[src/rtl/fwpi_pkg.sv]
// shared types, register codes and constants for the four-wheel pi speed controller
package fwpi_pkg;

  localparam int NUM_LANES = 4;
  localparam int CFG_IDX_W = 8;
  localparam int CFG_DATA_W = 16;

  // lane order: rear left, rear right, front left, front right
  localparam int LANE_RL = 0;

  typedef enum logic [CFG_IDX_W-1:0] {
    REG_KP_RL = 8'd0,
    REG_KP_RR = 8'd1,
    REG_KP_FL = 8'd2,
    REG_KP_FR = 8'd3,
    REG_KI    = 8'd4,
    REG_KD_RL = 8'd5,
    REG_ILIM  = 8'd6,
    REG_PLIM  = 8'd7
  } reg_idx_t;

  localparam logic [15:0] RST_KP_RL = 16'd896;
  localparam logic [15:0] RST_KP_RR = 16'd896;
  localparam logic [15:0] RST_KP_FL = 16'd768;
  localparam logic [15:0] RST_KP_FR = 16'd691;
  localparam logic [15:0] RST_KI    = 16'd3277;
  localparam logic [15:0] RST_KD_RL = 16'd0;
  localparam logic [14:0] RST_ILIM  = 15'd800;
  localparam logic [14:0] RST_PLIM  = 15'd5000;

  // error multiplier and front-axle flag per lane
  localparam logic [2:0] ERR_MULT [NUM_LANES] = '{3'd5, 3'd4, 3'd3, 3'd2};
  localparam logic LANE_FRONT [NUM_LANES] = '{1'b0, 1'b0, 1'b1, 1'b1};

  typedef struct packed {
    logic [15:0] kp_rl;
    logic [15:0] kp_rr;
    logic [15:0] kp_fl;
    logic [15:0] kp_fr;
    logic [15:0] ki;
    logic [15:0] kd_rl;
    logic [14:0] ilim;
    logic [14:0] plim;
  } cfg_t;

  // per-stage load strobes and the loop-state update strobe, shared by all lanes
  typedef struct packed {
    logic ld_a;
    logic ld_b;
    logic ld_c;
    logic ld_d;
    logic upd;
  } lane_ctrl_t;

endpackage

[src/rtl/fwpi_lane.sv]
// one wheel's pi datapath: error, integrator with clamp, derivative, drive sum, truncate and clamp
module fwpi_lane (
  input  logic                   clk,
  input  logic                   rst,
  input  fwpi_pkg::lane_ctrl_t   ctrl,
  input  logic [2:0]             err_mult,
  input  logic [15:0]            kp,
  input  logic [15:0]            kd,
  input  logic [15:0]            ki,
  input  logic [14:0]            ilim,
  input  logic [14:0]            plim,
  input  logic signed [15:0]     target,
  input  logic signed [15:0]     enc,
  output logic signed [15:0]     drive
);

  // stage a: captured request
  logic signed [15:0] tgt_a;
  logic signed [15:0] enc_a;
  // stage b
  logic signed [16:0] err_b;
  logic signed [19:0] pin_b;
  logic signed [33:0] kip_b;
  // stage c
  logic signed [31:0] acc_c;
  logic signed [36:0] pprod_c;
  logic signed [34:0] dprod_c;
  // stage d
  logic signed [47:0] q_d;
  // loop state
  logic signed [31:0] integ;
  logic signed [16:0] prev_err;

  logic signed [16:0] err;
  logic signed [19:0] err_w;
  logic signed [19:0] m_err;
  logic signed [19:0] pin;
  logic signed [33:0] kip;
  logic signed [34:0] isum;
  logic signed [34:0] ilim_w;
  logic signed [31:0] iclamp;
  logic signed [36:0] pprod;
  logic signed [17:0] diff;
  logic signed [34:0] dprod;
  logic signed [47:0] q_next;
  logic signed [31:0] q_int;
  logic signed [31:0] q_tz;
  logic signed [31:0] plim_w;
  logic signed [31:0] drv;

  always_comb begin
    err   = $signed({tgt_a[15], tgt_a}) - $signed({enc_a[15], enc_a});
    err_w = {{3{err[16]}}, err};
    // small constant multiplier as shift and add
    m_err = (err_mult[2] ? (err_w <<< 2) : 20'sd0)
          + (err_mult[1] ? (err_w <<< 1) : 20'sd0)
          + (err_mult[0] ? err_w : 20'sd0);
    pin   = $signed({{4{tgt_a[15]}}, tgt_a}) + m_err;
    kip   = $signed({1'b0, ki}) * err;
  end

  always_comb begin
    isum   = $signed({{3{integ[31]}}, integ}) + $signed({kip_b[33], kip_b});
    ilim_w = $signed({4'b0, ilim, 16'b0});
    if (isum > ilim_w) begin
      iclamp = ilim_w[31:0];
    end else if (isum < -ilim_w) begin
      iclamp = -ilim_w[31:0];
    end else begin
      iclamp = isum[31:0];
    end
    pprod = $signed({1'b0, kp}) * pin_b;
    diff  = $signed({err_b[16], err_b}) - $signed({prev_err[16], prev_err});
    dprod = $signed({1'b0, kd}) * diff;
  end

  always_comb begin
    q_next = $signed({{3{pprod_c[36]}}, pprod_c, 8'b0})
           + $signed({{5{dprod_c[34]}}, dprod_c, 8'b0})
           + $signed({{16{acc_c[31]}}, acc_c});
  end

  // truncate toward zero, then clamp to the pwm limit
  always_comb begin
    q_int  = q_d[47:16];
    q_tz   = q_int + $signed({31'b0, (q_d[47] && (q_d[15:0] != 16'd0))});
    plim_w = $signed({17'b0, plim});
    if (q_tz > plim_w) begin
      drv = plim_w;
    end else if (q_tz < -plim_w) begin
      drv = -plim_w;
    end else begin
      drv = q_tz;
    end
    drive = drv[15:0];
  end

  always_ff @(posedge clk) begin
    if (ctrl.ld_a) begin
      tgt_a <= target;
      enc_a <= enc;
    end
    if (ctrl.ld_b) begin
      err_b <= err;
      pin_b <= pin;
      kip_b <= kip;
    end
    if (ctrl.ld_c) begin
      acc_c   <= iclamp;
      pprod_c <= pprod;
      dprod_c <= dprod;
    end
    if (ctrl.ld_d) begin
      q_d <= q_next;
    end
  end

  always_ff @(posedge clk) begin
    if (rst) begin
      integ    <= '0;
      prev_err <= '0;
    end else if (ctrl.upd) begin
      integ    <= iclamp;
      prev_err <= err_b;
    end
  end

endmodule

[config.mk]
export PLATFORM = sky130hd
export DESIGN_NAME = fwpi_lane
export DESIGN_NICKNAME = d
export VERILOG_FILES = /design/src/rtl/fwpi_pkg.sv /design/src/rtl/fwpi_lane.sv
export SDC_FILE = /design/constraint.sdc
export NUM_CORES = 2
export LEC_CHECK = 0
export BUFFER_PORTS_ARGS = -buffer_cell sky130_fd_sc_hd__buf_2
export CAP_MARGIN = 10
export CORE_MARGIN = 5
export CORE_UTILIZATION = 40
export DETAILED_ROUTE_END_ITERATION = 6
export PLACE_DENSITY = 0.52
export SYNTH_ARGS = -nofsm -noshare
export SYNTH_HDL_FRONTEND = slang
export SYNTH_SLANG_ARGS = --single-unit
[constraint.sdc]
create_clock -name clk -period 9.4 [get_ports clk]
set_input_delay 0.94 -clock clk [delete_from_list [all_inputs] [get_ports clk]]
set_output_delay 0.94 -clock clk [all_outputs]
set_load 0.02 [all_outputs]
==> metrics <==
Routed WL about 140000 µm; clock-pin slew on the worst setup and hold paths 60 ps; max cap viols 0; number of remaining DRC errors 0; vias in the first global route roughly 40000; Sink Count between 300 and 400; CTS H-tree lvls 2; Post-synth EDFFs 254; Synth area leaders fa_1 34%, edfxtp_1 14%, ha_1 12%; Vias 37982; Worst-Margin Slew between 1000 and 1500 ps; post-synth top area share 0.3397; gr usage total 0.1972; Mapped Area about 53000 µm²; Detailed Routing Iterations Pass 1 5; first-pass GRT wire length between 200000 and 250000 µm; DIE HEIGHT 374.1 µm; CTS Root Cell clkbuf_16; Ys Warns 0; Die Wd between 300 and 400 µm; Clock Tree Buf Depth 3; port bufs about 140; Gate Count Post-Synth 5638; Hold Buf Count CTS 0; Routed Antenna Nets 0; row cnt between 100 and 150; async set-or-reset flop fraction in the synthesized netlist 0; antenna violations before repair 10; Crit path required time between 9000 and 10000 ps; met2 WL slightly below 70000 µm; largest fanout on the critical path 6; status completed; slowest cell delay on critical path around 600 ps; min Tclk post-route between 8000 and 9000 ps; register area share after synthesis 0.1623; Die ar. 140000 µm²; HPWL after DPL 113900 µm; Startpoint Class flop; met3 WL about 4800 µm; total grt overflow 0; final setup violation count 0; Tightest Hold Check Type flop to flop; Syn Area/Cell about 9.4 µm²; Pins Over Slew Limit 0; Initial Util 0.4029; metal1 wirelength 61340 µm; Most common cell on crit path fa_1; Initial DRC Count around 1800; largest net degree at the start of global routing just under 80; nets@finish roughly 7200; CP Capture Type flop; Final Hold Slack about 420 ps; wire per inst roughly 18 µm; clk_lat worst skew around 580 ps; Placer Congestion a little under 0.9; Fill cells around 13000; cell count after placement 7400; CTS tree yes; Max Fclk about 110 MHz; Fin. Hold Viols 0; critical path class flop to flop; core area around 130000 µm²; Slowest-stage cell, CP fa_1; period utilisation layout 0.9434; Via-to-Cell Ratio between 5 and 6; largest area contributor in the netlist fa_1; clock skew between 20 and 30 ps; Highest Signal Layer met4; Crit path arrival time about 9200 ps; synthesized flop and latch total just over 300; Post-Synthesis Net Count between 7000 and 8000; CTS buffer count 38; I/O pins 136; share of cells above drive strength 1 0.05634; fin cells between 7000 and 8000; Max transition margin 0.2573; Layout area overhead 7.662%; Primary FF master, synth edfxtp_1; synth unique cells 80
==> cell usage in the layout, fill, tap and decap left out, types with 92 or more instances in the layout <==
master,netlist,layout
buf_2,4,133
nand2_1,638,638
xnor2_1,169,162
a21oi_1,194,193
o21ai_0,124,120
a21o_1,92,92
fa_1,900,900
and2_1,364,364
inv_1,1114,1114
nor2b_1,106,106
edfxtp_1,254,254
nor2_1,201,201
ha_1,517,517
==> Yosys cell counts (71+ instances only) <==
cell type,count
inv_1,1114
fa_1,900
nand2_1,638
ha_1,517
and2_1,364
edfxtp_1,254
nor2_1,201
a21oi_1,194
clkbuf_1,185
xnor2_1,169
o21ai_0,124
nor2b_1,106
a21o_1,92
nand3_1,73
xor2_1,71
==> worst paths after layout <==
kind / startpoint / endpoint / slack [ps] / cells past startpoint
max: err_b[0]$_DFFE_PP_ / dprod_c[34]$_DFFE_PP_ / 530 / 36
max reg2reg: err_b[0]$_DFFE_PP_ / dprod_c[34]$_DFFE_PP_ / 530 / 36
min: acc_c[6]$_DFFE_PP_ / q_d[6]$_DFFE_PP_ / 420 / 0
min reg2reg: acc_c[6]$_DFFE_PP_ / q_d[6]$_DFFE_PP_ / 420 / 0
==> critical path, delay by kind of cell (launching register included) <==
kind            cells  cell delay (ps)
simple gates        6             1060
buf+inv             5              370
xor+xnor            1               90
fa+ha+maj           9             4040
flops               1              340
compound gates     15             2710
==> layer usage <==
metal | vias to the layer above | track usage
met2 | 611 | 0.3510
met3 | 132 | 0.02085
met5 | - | 0
met1 | 19325 | 0.2646
met4 | 0 | 0.03323
li1 | 17914 | -
==> cell families (layout without fill, tap and decap cells) <==
kind of cell	count (synthesis)	in the layout	synth area share
and+or+nand+nor	1677	1677	0.1566
adders and majority gates	1417	1417	0.4617
buffers and inverters	1310	1387	0.09294
AOI/OAI and AO/OA	657	657	0.08011
DFF	303	303	0.1623
xor gates and xnor gates	241	241	0.04006
muxes	33	33	0.006346
other	0	3	0
==> sequential cells by signal, summed over array words and instances (netlist names) <==
name / cells
prev_err: 17
kip_b: 34
integ: 32
err_b: 17
pin_b: 20
tgt_a: 16
enc_a: 16
acc_c: 32
pprod_c: 37
dprod_c: 35
q_d: 47
==> timing repair <==
item                                    4_1_cts  5_1_grt
gates resized for setup                       0       16
endpoints found under the setup margin        0        7
buffers inserted                              0        2
==> layout make-up <==
cell class | count | area, µm² | area share
diodes | 3 | 7.507 | 0.0001315
clock buffers | 47 | 1036 | 0.01814
clock inverters | 21 | 240.2 | 0.004207
inverters | 1115 | 4185 | 0.07329
multi-input cells | 4025 | 39620 | 0.6938
flip-flops and latches | 303 | 8608 | 0.1507
well taps | 1755 | 2196 | 0.03845
repair buffers | 204 | 1210 | 0.02119
==> per-stage QoR <==
| step | utilization | setup WS, ps | area, µm² | TNS, ps |
|---|---|---|---|---|
| 6_report | 0.4338 | 531.9 | 57100 | 0 |
| 5_1_grt | 0.4338 | -3.139 | 57100 | -3.139 |
| 3_5_place_dp | 0.4235 | 119.9 | 55740 | 0 |
| 2_1_floorplan | - | 955.6 | 53040 | 0 |
| 3_3_place_gp | 0.4234 | 169.9 | 55730 | 0 |
| 4_1_cts | 0.4332 | 74.11 | 57020 | 0 |
Power is left out: the tool's default activity adds up to more than one toggle a clock period on the data nets, which glitch-free logic cannot reach.
