`src/rtl/fwpi_pkg.sv`:
```
// shared types, register codes and constants for the four-wheel pi speed controller
package fwpi_pkg;

  localparam int NUM_LANES = 4;
  localparam int CFG_IDX_W = 8;
  localparam int CFG_DATA_W = 16;

  // lane order: rear left, rear right, front left, front right
  localparam int LANE_RL = 0;

  typedef enum logic [CFG_IDX_W-1:0] {
    REG_KP_RL = 8'd0,
    REG_KP_RR = 8'd1,
    REG_KP_FL = 8'd2,
    REG_KP_FR = 8'd3,
    REG_KI    = 8'd4,
    REG_KD_RL = 8'd5,
    REG_ILIM  = 8'd6,
    REG_PLIM  = 8'd7
  } reg_idx_t;

  localparam logic [15:0] RST_KP_RL = 16'd896;
  localparam logic [15:0] RST_KP_RR = 16'd896;
  localparam logic [15:0] RST_KP_FL = 16'd768;
  localparam logic [15:0] RST_KP_FR = 16'd691;
  localparam logic [15:0] RST_KI    = 16'd3277;
  localparam logic [15:0] RST_KD_RL = 16'd0;
  localparam logic [14:0] RST_ILIM  = 15'd800;
  localparam logic [14:0] RST_PLIM  = 15'd5000;

  // error multiplier and front-axle flag per lane
  localparam logic [2:0] ERR_MULT [NUM_LANES] = '{3'd5, 3'd4, 3'd3, 3'd2};
  localparam logic LANE_FRONT [NUM_LANES] = '{1'b0, 1'b0, 1'b1, 1'b1};

  typedef struct packed {
    logic [15:0] kp_rl;
    logic [15:0] kp_rr;
    logic [15:0] kp_fl;
    logic [15:0] kp_fr;
    logic [15:0] ki;
    logic [15:0] kd_rl;
    logic [14:0] ilim;
    logic [14:0] plim;
  } cfg_t;

  // per-stage load strobes and the loop-state update strobe, shared by all lanes
  typedef struct packed {
    logic ld_a;
    logic ld_b;
    logic ld_c;
    logic ld_d;
    logic upd;
  } lane_ctrl_t;

endpackage

```
`src/rtl/fwpi_cfg_regs.sv`:
```
// configuration register file for the four-wheel pi speed controller
module fwpi_cfg_regs (
  input  logic                            clk,
  input  logic                            rst,
  input  logic                            wr,
  input  logic [fwpi_pkg::CFG_IDX_W-1:0]  index,
  input  logic [fwpi_pkg::CFG_DATA_W-1:0] data,
  output fwpi_pkg::cfg_t                  cfg
);

  always_ff @(posedge clk) begin
    if (rst) begin
      cfg.kp_rl <= fwpi_pkg::RST_KP_RL;
      cfg.kp_rr <= fwpi_pkg::RST_KP_RR;
      cfg.kp_fl <= fwpi_pkg::RST_KP_FL;
      cfg.kp_fr <= fwpi_pkg::RST_KP_FR;
      cfg.ki    <= fwpi_pkg::RST_KI;
      cfg.kd_rl <= fwpi_pkg::RST_KD_RL;
      cfg.ilim  <= fwpi_pkg::RST_ILIM;
      cfg.plim  <= fwpi_pkg::RST_PLIM;
    end else if (wr) begin
      case (index)
        fwpi_pkg::REG_KP_RL: cfg.kp_rl <= data;
        fwpi_pkg::REG_KP_RR: cfg.kp_rr <= data;
        fwpi_pkg::REG_KP_FL: cfg.kp_fl <= data;
        fwpi_pkg::REG_KP_FR: cfg.kp_fr <= data;
        fwpi_pkg::REG_KI:    cfg.ki    <= data;
        fwpi_pkg::REG_KD_RL: cfg.kd_rl <= data;
        fwpi_pkg::REG_ILIM:  cfg.ilim  <= data[14:0];
        fwpi_pkg::REG_PLIM:  cfg.plim  <= data[14:0];
        default: ;
      endcase
    end
  end

endmodule

```
`config.mk`:
```
export PLATFORM = sky130hd
export DESIGN_NAME = fwpi_cfg_regs
export DESIGN_NICKNAME = d
export VERILOG_FILES = /design/src/rtl/fwpi_pkg.sv /design/src/rtl/fwpi_cfg_regs.sv
export SDC_FILE = /design/constraint.sdc
export NUM_CORES = 1
export LEC_CHECK = 0
export BUFFER_PORTS_ARGS = -buffer_cell sky130_fd_sc_hd__buf_2
export CAP_MARGIN = 20
export CORE_UTILIZATION = 51
export CTS_BUF_LIST = sky130_fd_sc_hd__clkbuf_16
export DETAILED_ROUTE_END_ITERATION = 16
export MAX_ROUTING_LAYER = met4
export PLACE_DENSITY = 0.89
export SYNTH_ARGS = -nofsm -noshare
export SYNTH_HDL_FRONTEND = slang
export SYNTH_SLANG_ARGS = --single-unit
```
`constraint.sdc`:
```
create_clock -name clk -period 1.9 [get_ports clk]
set_clock_uncertainty 0.2 [all_clocks]
set_input_delay 0.38 -clock clk [delete_from_list [all_inputs] [get_ports clk]]
set_output_delay 0.38 -clock clk [all_outputs]
set_load 0.01 [all_outputs]
```
==> results_dict.tcl, run 1 <==
set metrics [dict create \
    status "finished clean" \
    die-area_um2 10200 \
    finalCoreUtilization 0.697 \
    dp_hpwl_mm 9.06 \
    die_w_um 101 \
    postRouteAntennaNets 0 \
    path_cells "buf_2 -> nor4_4 -> buf_12 -> and3_1 -> buf_12 -> mux2i_1" \
    grt_pass1_wl_mm 20.1 \
    die_h_um 101 \
    clockBufferDepth 2 \
    wl_mm 12.8 \
    path_depth 6 \
    hold_depth 3 \
    syn_inst 457 \
    core_area_um2 9370 \
    cp-start-kind "input port" \
    cts_resized 0 \
    ys_seq_elements 126 \
    gr-max-usage-layer "met2" \
    initial_core_util 0.534 \
    post-route-period-util 0.802 \
    hold_class "in -> reg" \
    seq_area_frac_synth 0.504 \
    layout.cells.non_filler 758 \
    setup-tns-final_ns 0 \
    area_growth_pct 30.6 \
    finalMaxSlewViolations 0 \
    synth_top_cell_area_share 0.504 \
    cts_tree "built" \
    maxSlewHeadroom 0.628 \
    via_per_inst 5.11 \
    cts_root_buffer "clkbuf_16" \
    layout_setup_ws_ns 0.376 \
    ys_types 18 \
    drive_gt1_frac 0.329 \
    place_ws_ns -0.00608 \
    ir_drop_v 0.000641 \
    cts_setup_buffers 0 \
    grt_use_met2 0.429 \
    nFillCells 730 \
    grt_usage 0.270 \
    post_dp_cell_area_um2 6000 \
    cts_htree_levels 4 \
    postSynthAreaPerCell_um2 11.0 \
    arrival_ns 1.65 \
    cp_slowest_cell "nor4_4" \
    layout_common_cells "buf_2, mux2i_1, dfxtp_1, nand2b_1, nor2_1" \
    yosysWarnings 0 \
    top_register "cfg" \
    critPathMaxFanout 14 \
    syn_nets 484 \
    p_leak_nw 3.43 \
    setup_violations 0 \
    fin_nets 643 \
    path_delay_family "simple AND/OR/NAND/NOR gates" \
    grt_use_met1 0.341 \
    synthTopCellsByArea "dfxtp_1, mux2i_1, nand2b_1, nor2_1, clkbuf_1" \
    worstSetupPathType "in -> reg" \
    cpPeakStageDelay_ns 0.34 \
    largest_reg_flops 126 \
    wl_per_cell_um 16.9 \
    reg2reg_depth 2 \
    path_buf_inv 3 \
    syn_area_um2 5010 \
    top_regs "cfg x126" \
    firstDrtPassIters 4 \
    cts_sinks 126 \
    stdcell_area_um2 6540 \
    rsz0062_at_grt "no" \
    finalCriticalPeriod_ns 1.52 \
    drv_cap 0 \
    io_buffer_count 152 \
    timing.hold.ws_ns 0.0548 \
    end_kind "register" \
    synth_area_leader_cell "dfxtp_1" \
    drc_errors 0 \
    hold_viol 0 \
    worstPathRequired_ns 2.02 \
    hold_buffers 0 \
    grtUsageMet3 0.0513 \
    fmax_ghz 0.656 \
    gp_congestion 0.825 \
    drt_iter0_markers 205 \
    grt_pass1_vias 3926 \
    clk_pin_slew_ns 0.06 \
    clk_latency_ns 0.40 \
    gr-total-overflow 0 \
    antenna_cells 0 \
    numCtsBuffers 17 \
    fin_total_pwr_mw 5.76 \
    grt_start_max_net_pins 56 \
    cp_common_cell "buf_12" \
    p_per_area_nw_per_um2 881 \
    antenna_found_initial 0 \
    final_common_cell "buf_2" \
    std_cell_rows 35 \
    dp.cells 726 \
    num_vias 3877 \
    pin_count 153 \
    tightestPinTransition_ns 0.557 \
]
path summary, 6_finish.rpt:
check                              start  endpoint  slack [ns]
worst max-delay path            index[5]  cfg[106]        0.38
worst min register to register  cfg[104]  cfg[104]        0.27
worst min-delay path             data[1]   cfg[63]        0.05
worst max register to register   cfg[46]   cfg[46]        1.02
area by class of cell:
type	count	area [um2]	area share
Clock buffer	17	425	0.0651
Multi-Input combinational cell	299	2320	0.355
Clock inverter	15	109	0.0167
Tap cell	129	161	0.0247
Timing Repair Buffer	172	1000	0.153
Sequential cell	126	2520	0.386
power breakdown:
group          leakage [nW]  internal, mW  switching (mW)
logic                  2.15        0.0917           0.135
registers              1.02          2.65         0.00185
clock network         0.265          1.76            1.12
worst register-to-register path: stages (launching register included):
cell,delay [ns]
dfxtp_1,0.33
nor2_1,0.14
mux2i_1,0.09
per-layer routing:
layer	up-vias	wire length (um)	part of all wire
met5	-	0	0
met2	148	6270	0.49
met4	0	170	0.013
li1	1840	-	-
met3	15	686	0.053
met1	1874	5710	0.44
kinds of logic (layout without fill, tap and decap cells):
logic type / Yosys count / count (layout) / synth area share
flip-flops: 126 / 126 / 0.504
multiplexers: 126 / 126 / 0.252
buffers and inverters: 32 / 204 / 0.0332
AND/OR/NAND/NOR: 173 / 173 / 0.211
cell usage after synthesis (all sizes together):
library cell and number:
dfxtp 126, mux2i 126, nand2b 113, nor2 43
buf 16, clkbuf 16, nand3 6, and3 4
nand4 2, nor2b 2, and3b 1, nor3b 1
nor4 1
Power figures use the tool's default switching activity.
==> run 2, diff against run 1 <==
==> constraint.sdc (replaced) <==
create_clock -name clk -period 1.6 [get_ports clk]
set_clock_uncertainty 0.2 [all_clocks]
set_input_delay 0.32 -clock clk [delete_from_list [all_inputs] [get_ports clk]]
set_output_delay 0.32 -clock clk [all_outputs]
set_load 0.01 [all_outputs]
==> results_dict.tcl, run 2 (same netlist as run 1, synthesis figures left out) <==
set metrics [dict create \
    path_cells "buf_2 -> nor4_4 -> buf_12 -> and3_1 -> buf_12 -> mux2i_1" \
    hold_class "in -> reg" \
    finalCriticalPeriod_ns 1.46 \
    num_vias 3956 \
    end_kind "register" \
    post-route-period-util 0.914 \
    dp_hpwl_mm 9.33 \
    worstPathRequired_ns 1.72 \
    setup_violations 0 \
    cpPeakStageDelay_ns 0.33 \
    fin_nets 663 \
    drv_cap 0 \
    die_h_um 101 \
    fin_total_pwr_mw 7.62 \
    core_area_um2 9370 \
    post_dp_cell_area_um2 6180 \
    cts_htree_levels 4 \
    worstSetupPathType "in -> reg" \
    firstDrtPassIters 5 \
    finalMaxSlewViolations 0 \
    grt_start_max_net_pins 42 \
    tightestPinTransition_ns 0.468 \
    wl_per_cell_um 17.3 \
    final_common_cell "buf_2" \
    place_ws_ns -0.230 \
    p_leak_nw 3.60 \
    top_register "cfg" \
    clockBufferDepth 2 \
    drive_gt1_frac 0.347 \
    path_buf_inv 3 \
    cp_common_cell "buf_12" \
    hold_viol 0 \
    critPathMaxFanout 14 \
    antenna_found_initial 0 \
    cts_root_buffer "clkbuf_16" \
    stdcell_area_um2 6870 \
    postRouteAntennaNets 0 \
    io_buffer_count 152 \
    grt_usage 0.284 \
    status "finished clean" \
    rsz0062_at_grt "no" \
    maxSlewHeadroom 0.688 \
    gr-total-overflow 0 \
    clk_latency_ns 0.40 \
    grt_pass1_vias 4055 \
    clk_pin_slew_ns 0.06 \
    cts_tree "built" \
    arrival_ns 1.58 \
    top_regs "cfg x126" \
    setup-tns-final_ns 0 \
    cts_sinks 126 \
    antenna_cells 0 \
    die_w_um 101 \
    cp-start-kind "input port" \
    cp_slowest_cell "nor4_4" \
    finalCoreUtilization 0.733 \
    path_delay_family "simple AND/OR/NAND/NOR gates" \
    gp_congestion 0.812 \
    wl_mm 13.4 \
    drc_errors 0 \
    grt_pass1_wl_mm 21.0 \
    numCtsBuffers 17 \
    via_per_inst 5.08 \
    die-area_um2 10200 \
    fmax_ghz 0.684 \
    p_per_area_nw_per_um2 1110 \
    nFillCells 666 \
    layout_setup_ws_ns 0.138 \
    layout_common_cells "buf_2, mux2i_1, dfxtp_1, nand2b_1, nor2_1" \
    drt_iter0_markers 110 \
    pin_count 153 \
    initial_core_util 0.534 \
    cts_setup_buffers 0 \
    largest_reg_flops 126 \
    area_growth_pct 37.2 \
    ir_drop_v 0.000699 \
    std_cell_rows 35 \
]
[run 2: cell count changes in the layout (fill, tap and decap cells not counted), sizes merged]
cell         delta
buf            +16
dlygate4sd3     +4
clkinvlp        -3
inv             -1
bufinv          +4
[run 2: metrics by stage]
| stage | std cells | hold slack [ns] |
|---|---|---|
| 3_5_place_dp | 742 | 0.262 |
| 4_1_cts | 778 | 0.0163 |
| 5_1_grt | 778 | 0.0286 |
| 2_1_floorplan | 457 | 0.281 |
| 6_report | 778 | 0.0231 |
| 3_3_place_gp | 742 | 0.258 |
[run 2: cell type report]
cell class,count,area (um2),area share
clock inverters,15,219,0.0319
multi-input cells,299,2320,0.337
repair buffers,192,1220,0.178
well taps,129,161,0.0235
flip-flops and latches,126,2520,0.367
clock buffers,17,425,0.0619
[run 2: worst reg2reg max path, stage by stage, from the launching register on]
cell and delay [ns]:
dfxtp_1 0.32, nor2_1 0.15, mux2i_1 0.10
[run 2: worst paths after layout]
kind | depth (start not counted) | end | slack, ns | startpoint
max | 6 | cfg[104] | 0.14 | index[5]
min | 3 | cfg[20] | 0.02 | data[5]
max reg2reg | 2 | cfg[102] | 0.69 | cfg[102]
min reg2reg | 2 | cfg[15] | 0.27 | cfg[15]
[run 2: where the power goes]
part           internal (mW)  switching (mW)  total [mW]
Combinational          0.138           0.168       0.306
Sequential              3.14         0.00231        3.14
Clock                   2.76            1.41        4.17
Total                   6.04            1.58        7.62
[run 2: layer usage]
metal  vias up  track usage  share of wire
met5         -            -              0
met4         0       0.0925         0.0091
met3        10       0.0652          0.050
met2       161        0.470           0.50
met1      1911        0.341           0.44
li1       1874            -              -
[run 2: repair_timing]
action / CTS / global route
hold buffers: 4 / 0
endpoints found under the setup margin: 0 / 0
resized for setup: 0 / 0
hold endpoints to repair: 4 / 0
